File: config.mk
export PLATFORM = sky130hd
export DESIGN_NAME = vth_cfg
export DESIGN_NICKNAME = d
export VERILOG_FILES = /design/src/design/vth_pkg.sv /design/src/design/vth_cfg.sv
export SDC_FILE = /design/constraint.sdc
export NUM_CORES = 1
export LEC_CHECK = 0
export ABC_AREA = 0
export ABC_CLOCK_PERIOD_IN_PS = 3260
export BUFFER_PORTS_ARGS = -buffer_cell sky130_fd_sc_hd__buf_2
export CORE_ASPECT_RATIO = 0.75
export CORE_MARGIN = 5
export CORE_UTILIZATION = 40
export CTS_BUF_LIST = sky130_fd_sc_hd__clkbuf_8 sky130_fd_sc_hd__clkbuf_16
export DETAILED_ROUTE_END_ITERATION = 8
export PLACE_DENSITY = 0.7
export SYNTH_ARGS = -nofsm -noshare
export SYNTH_HDL_FRONTEND = slang
export SYNTH_SLANG_ARGS = --single-unit
File: constraint.sdc
create_clock -name clk_i -period 3.26 [get_ports clk_i]
set_input_delay 0.652 -clock clk_i [delete_from_list [all_inputs] [get_ports clk_i]]
set_output_delay 0.652 -clock clk_i [all_outputs]
set_load 0.05 [all_outputs]
File: src/design/vth_pkg.sv
// ----------------------------------------------------------------------------
// vth_pkg
// Shared types and constants for the homogeneous vertex transform unit.
// ----------------------------------------------------------------------------
package vth_pkg;

  localparam int NCOMP  = 4;
  localparam int NREG   = NCOMP * NCOMP / 2;
  localparam int REG_W  = 64;
  localparam int ADDR_W = 6;
  localparam int IDX_W  = 3;
  localparam int CW     = 32;
  // Rounded product width and magnitude width.
  localparam int PW     = 50;
  localparam int MW     = 49;
  // Fraction shift of the quotient plus one rounding bit.
  localparam int NSH    = 17;
  localparam int QW     = 34;
  localparam int FRAC   = 16;

  localparam logic [REG_W-1:0] CFG_RESET [NREG] = '{
    64'h0000_0001_0000_0000, 64'h0, 64'h0000_0000_0001_0000, 64'h0,
    64'h0, 64'h0000_0001_0000_0000, 64'h0, 64'h0000_0000_0001_0000
  };

  localparam logic [CW-1:0] SAT_POS = 32'h7FFF_FFFF;
  localparam logic [CW-1:0] SAT_NEG = 32'h8000_0000;

  typedef logic [NCOMP-1:0][CW-1:0] vec_t;
  typedef logic [NCOMP-1:0][NCOMP-1:0][CW-1:0] mat_t;
  typedef logic [NCOMP-1:0][PW-1:0] prodv_t;

  typedef struct packed {
    logic valid;
    logic divide;
  } ctl_t;

  typedef struct packed {
    logic [MW-1:0]  rem;
    logic [NSH-1:0] nsh;
    logic [QW-1:0]  quo;
  } lane_t;

  typedef lane_t [NCOMP-1:0] lanes_t;

  typedef struct packed {
    logic             dodiv;
    logic             zero;
    logic [NCOMP-1:0] neg;
    logic [NCOMP-1:0] ovf;
    vec_t             nd_out;
    logic             nd_sat;
    logic [MW-1:0]    den;
  } side_t;

endpackage

File: src/design/vth_cfg.sv
// ----------------------------------------------------------------------------
// vth_cfg
// Register file for the transform matrix behind the configuration port.
// ----------------------------------------------------------------------------
module vth_cfg import vth_pkg::*; (
  input  logic              clk_i,
  input  logic              rst_ni,
  input  logic              psel,
  input  logic              penable,
  input  logic              pwrite,
  input  logic [ADDR_W-1:0] paddr,
  input  logic [REG_W-1:0]  pwdata,
  output logic [REG_W-1:0]  prdata,
  output logic              pready,
  output mat_t              mat_o
);

  logic [REG_W-1:0] regs_q [NREG];
  logic [IDX_W-1:0] idx;

  assign idx    = paddr[ADDR_W-1:ADDR_W-IDX_W];
  assign pready = 1'b1;
  assign prdata = regs_q[idx];

  always_ff @(posedge clk_i or negedge rst_ni) begin
    if (!rst_ni) begin
      for (int k = 0; k < NREG; k++) regs_q[k] <= CFG_RESET[k];
    end else if (psel && penable && pwrite) begin
      regs_q[idx] <= pwdata;
    end
  end

  for (genvar r = 0; r < NCOMP; r++) begin : g_row
    for (genvar c = 0; c < NCOMP; c++) begin : g_col
      if (c % 2 == 0) begin : g_hi
        assign mat_o[r][c] = regs_q[(r*NCOMP+c)/2][REG_W-1:CW];
      end else begin : g_lo
        assign mat_o[r][c] = regs_q[(r*NCOMP+c)/2][CW-1:0];
      end
    end
  end

endmodule

## After elaboration in Yosys (flattened, before gate mapping)

Index checks and enable logic that the tools add are counted.

- Input port bits: 75
- Output and inout bits: 577
- Bits in registers: 512

- $lt $le $gt $ge: 2
- Mux-type cells: 6
- Reduce and logical (&&, ||, !) cells: 3
- Bitwise gates (word level): 1

Operators by type and width:

| operator | number |
|---|---|
| 512-bit bitwise mux | 1 |
| 64-bit binary-select mux with 3-bit select | 1 |
| 64-bit demux with 3-bit select | 1 |
| 64-bit two-way mux | 3 |
| 4-bit greater-or-equal comparator, second input constant | 1 |
| 4-bit by 1-bit < comparator with 1-bit output, second input constant | 1 |
| 3-bit NOT with 4-bit output | 1 |
| 1-bit logical AND | 3 |

## Depth between registers and ports, before layout

- Word-level depth: 6
- Gate-level depth with buffers: 6
- Mapped depth without buffers: 3

## Worst setup path after synthesis

OpenSTA, ideal clock, no wires.

- Path kind: input-to-output
- Start: input paddr[3]
- End: output prdata[16]
- Required time: 2.608 ns
- Cell stages on the path: 5
- Arrival time: 2.196 ns
- Buffers on the path: 3
- Path slack: 0.412 ns
- Path through: buf_2 > buf_2 > buf_2 > mux4_2 > mux2_2

- Longest elaborated chain between the ends: 4

Ends and longest elaborated chain:

| element | RTL line | RTL |
|---|---|---|
| start, declared | vth_cfg.sv:11 | `input logic [ADDR_W-1:0] paddr,` |
| 3-bit NOT with 4-bit output (implied by the code) | vth_cfg.sv:23 | `assign prdata = regs_q[idx];` |
| 64-bit binary-select mux with 3-bit select | vth_cfg.sv:23 |  |
| 64-bit two-way mux (implied by the code) (2 in series) | vth_cfg.sv:23 |  |
| end, declared | vth_cfg.sv:13 | `output logic [REG_W-1:0] prdata,` |

No other way between the ends. The select of a mux whose other input is x is not followed.

## Final worst setup path

- Start: input paddr[3]
- End: output prdata[40]

Same word-level chain as after synthesis.

==> impl_summary.log <==
INFO  metric clock_power_share = 0.247
INFO  metric syn_area_per_cell = 17.4 µm²
INFO  metric switching_power = 10600 µW
INFO  metric gpl.final_weighted_congestion = 0.902
INFO  metric worstPathBufferInverterCount = 3
INFO  metric ys_seq_area_frac = 0.557
INFO  metric grt_antenna_before_repair = 5
INFO  metric start_util = 0.403
INFO  metric rows = 76
INFO  metric clockRootBuffer = sky130_fd_sc_hd__clkbuf_16
INFO  metric achievable-frequency = 327 MHz
INFO  metric seq_power_share = 0.356
INFO  metric maximum_fanout_encountered_on_the_critical_timing_path = 33
INFO  metric firstDrtPassIters = 5
INFO  metric tritoncts = done
INFO  metric leakage = 0.0146 µW
INFO  metric layout.cells.most_common = sky130_fd_sc_hd__buf_2
INFO  metric pwr_density_cell = 833 mW/mm²
INFO  metric antenna_left = 0
INFO  metric tightest_slew = 0.831 ns
INFO  metric synth_cells = 1325
INFO  metric critPathCaptureType = output pin
INFO  metric synth.yosys.warnings = 0
INFO  metric fin_skew = 0 ns
INFO  metric wire_per_inst = 26.1 µm
INFO  metric layout.cells.most_common_list = sky130_fd_sc_hd__buf_2 (643), sky130_fd_sc_hd__mux2_2 (511), sky130_fd_sc_hd__dfrtp_1 (508)
INFO  metric route.vias.total = 15200
INFO  metric area_growth = 27.4%
INFO  metric port-buffer-count = 647
INFO  metric grt_first_pass_wirelength = 110000 µm
INFO  metric ys_seq_elements = 512
INFO  metric die_h = 218 µm
INFO  metric cts.repair.resized = 0
INFO  metric finalCriticalPeriod = 3.06 ns
INFO  metric first_global_vias = 16500
INFO  metric arrival = 2.41 ns
INFO  metric result_of_the_run = finished clean
INFO  metric drt_iter0_markers = 801
INFO  metric io-pin-count = 652
INFO  metric synth.cell_area = 0.0230 mm²
INFO  metric cts_hold_buffers = 0
INFO  metric hpwlAfterDp = 51600 µm
INFO  metric fraction_of_final_layout_cells_with_drive_strength_greater_than_1 = 0.738
INFO  metric element_type_at_the_critical_path_start = input port
INFO  metric synth_cell_types = 26
INFO  metric avgViaCountPerCell = 5.38
INFO  metric design_area = 0.0293 mm²
INFO  metric p_total = 24400 µW
INFO  metric vdd_drop_max = 573 µV
INFO  metric critical_path_class = in -> out
INFO  metric cpPeakStageDelay = 0.54 ns
INFO  metric die_x = 287 µm
INFO  metric period_share = 0.939
INFO  metric cts.sink_count = 512
INFO  metric combinationalPowerShare = 0.397
INFO  metric cap_violations = 0
INFO  metric globalRoute.totalOverflow = 0
INFO  metric largest_register_ffs = 512
INFO  metric report.final.setup_viol = 0
INFO  metric nFillCells = 4748
INFO  metric finalHoldViolations = 0
INFO  metric numCtsBuffers = 52
INFO  metric floorplan.core_area = 0.0571 mm²
INFO  metric kind_of_path_behind_the_tightest_hold_check = in -> async
INFO  metric ctsHtreeMaxLevel = 2
INFO  metric buffer_levels_on_the_longest_clock_path = 3
INFO  metric internal-power = 13900 µW
INFO  metric placedInstanceArea = 0.0276 mm²
INFO  metric rsz0062_at_grt = false
INFO  metric timing_max_transition_violations_final = 0
INFO  metric timing.slew.headroom = 0.446
INFO  metric cts.reportedPaths.clkPinSlew = 0.06 ns
INFO  metric drc = 0
INFO  metric critPathRequiredTime = 2.61 ns
INFO  metric cts_setup_buffers = 0
INFO  metric cell_with_the_largest_stage_delay_on_the_worst_path = sky130_fd_sc_hd__mux4_2
INFO  metric synth.net_count = 1400
INFO  metric postRouteWirelength = 73600 µm
INFO  metric fin_nets = 2072
INFO  metric grt_usage = 0.232
INFO  metric worst_path_dominant_cell_family = buffers and inverters
INFO  metric critical_path.cell_chain = buf_8, buf_4, mux4_2, mux2_2, buf_2
INFO  metric fin_setup_tns = 0 ns
INFO  metric clock_latency = 0.57 ns
INFO  metric die_area = 0.0625 mm²
INFO  metric power.switching_fraction = 0.433
INFO  metric grt_max_degree = 87
[metal layers]
metal,vias to the layer above,global-route usage,wire [µm]
li1,6385,-,-
met1,8129,0.293,29000
met2,578,0.388,36600
met3,106,0.0701,6110
met4,0,0.0690,1960
met5,-,0,0
[Yosys cell counts (all sizes together)]
| cell | number | area, µm² |
|---|---|---|
| nor3b | 2 | 15.0 |
| nand2 | 2 | 7.51 |
| nor4 | 1 | 21.3 |
| mux2i | 2 | 20.0 |
| buf | 75 | 419 |
| nor4bb | 1 | 10.0 |
| nand3 | 1 | 5.00 |
| nand2b | 1 | 13.8 |
| nand4 | 1 | 6.26 |
| dfstp | 4 | 105 |
| nand4b | 2 | 17.5 |
| clkbuf | 13 | 48.8 |
| a311o | 1 | 10.0 |
| mux4 | 126 | 2840 |
| dfrtp | 508 | 12700 |
| mux2 | 575 | 6700 |
| a211o | 1 | 8.76 |
| nor2 | 6 | 37.5 |
| conb | 1 | 3.75 |
| o211ai | 1 | 7.51 |
| or4 | 1 | 7.51 |
[final cells by class]
cell class                 count  area (µm²)  share of cell area
antenna                        4        10.0            0.000341
tap                          780         976              0.0333
sequential                   512       12800               0.437
multi-input combinational    725        9760               0.333
timing repair buffer         706        4010               0.137
clock buffer                  66        1510              0.0513
clock inverter                30         250             0.00853
[final timing paths]
kind	endpoint	depth (start not counted)	slack, ns	start
min in group clk_i	mat_o[299]	2	0.40	pwdata[11]
hold reg to reg	mat_o[133]	1	0.52	mat_o[133]
hold / removal	mat_o[226]	1	0.08	rst_ni
max in group asynchronous	mat_o[136]	2	2.18	rst_ni
setup / recovery	prdata[40]	5	0.20	paddr[3]
setup reg to reg	mat_o[402]	1	2.40	mat_o[402]
[cell families after synthesis]
kind of cell | share of synthesized area
buf+inv | 0.0203
other cells | 0.000163
simple gates | 0.00614
flops | 0.557
compound gates | 0.00114
mux | 0.415
[through the flow]
stage	std cells	hold slack (ns)	utilization	worst slack [ns]
detailed placement	2723	0.508	0.482	0.172
CTS	2819	0.0830	0.513	0.168
floorplan	1325	0.356	-	0.412
global route	2823	0.120	0.513	0.104
global placement	2723	0.500	0.482	0.185
finish	2823	0.0804	0.513	0.197
[power groups by stage]
stage	registers, µW	clock network (µW)	logic (µW)
2_1_floorplan	12900	0	2850
3_3_place_gp	8730	0	9670
4_1_cts	8690	6220	9770
3_5_place_dp	8790	0	9750
6_report	8700	6040	9700
5_1_grt	8860	6480	10100
No activity file was read; power rests on OpenSTA's default activity.
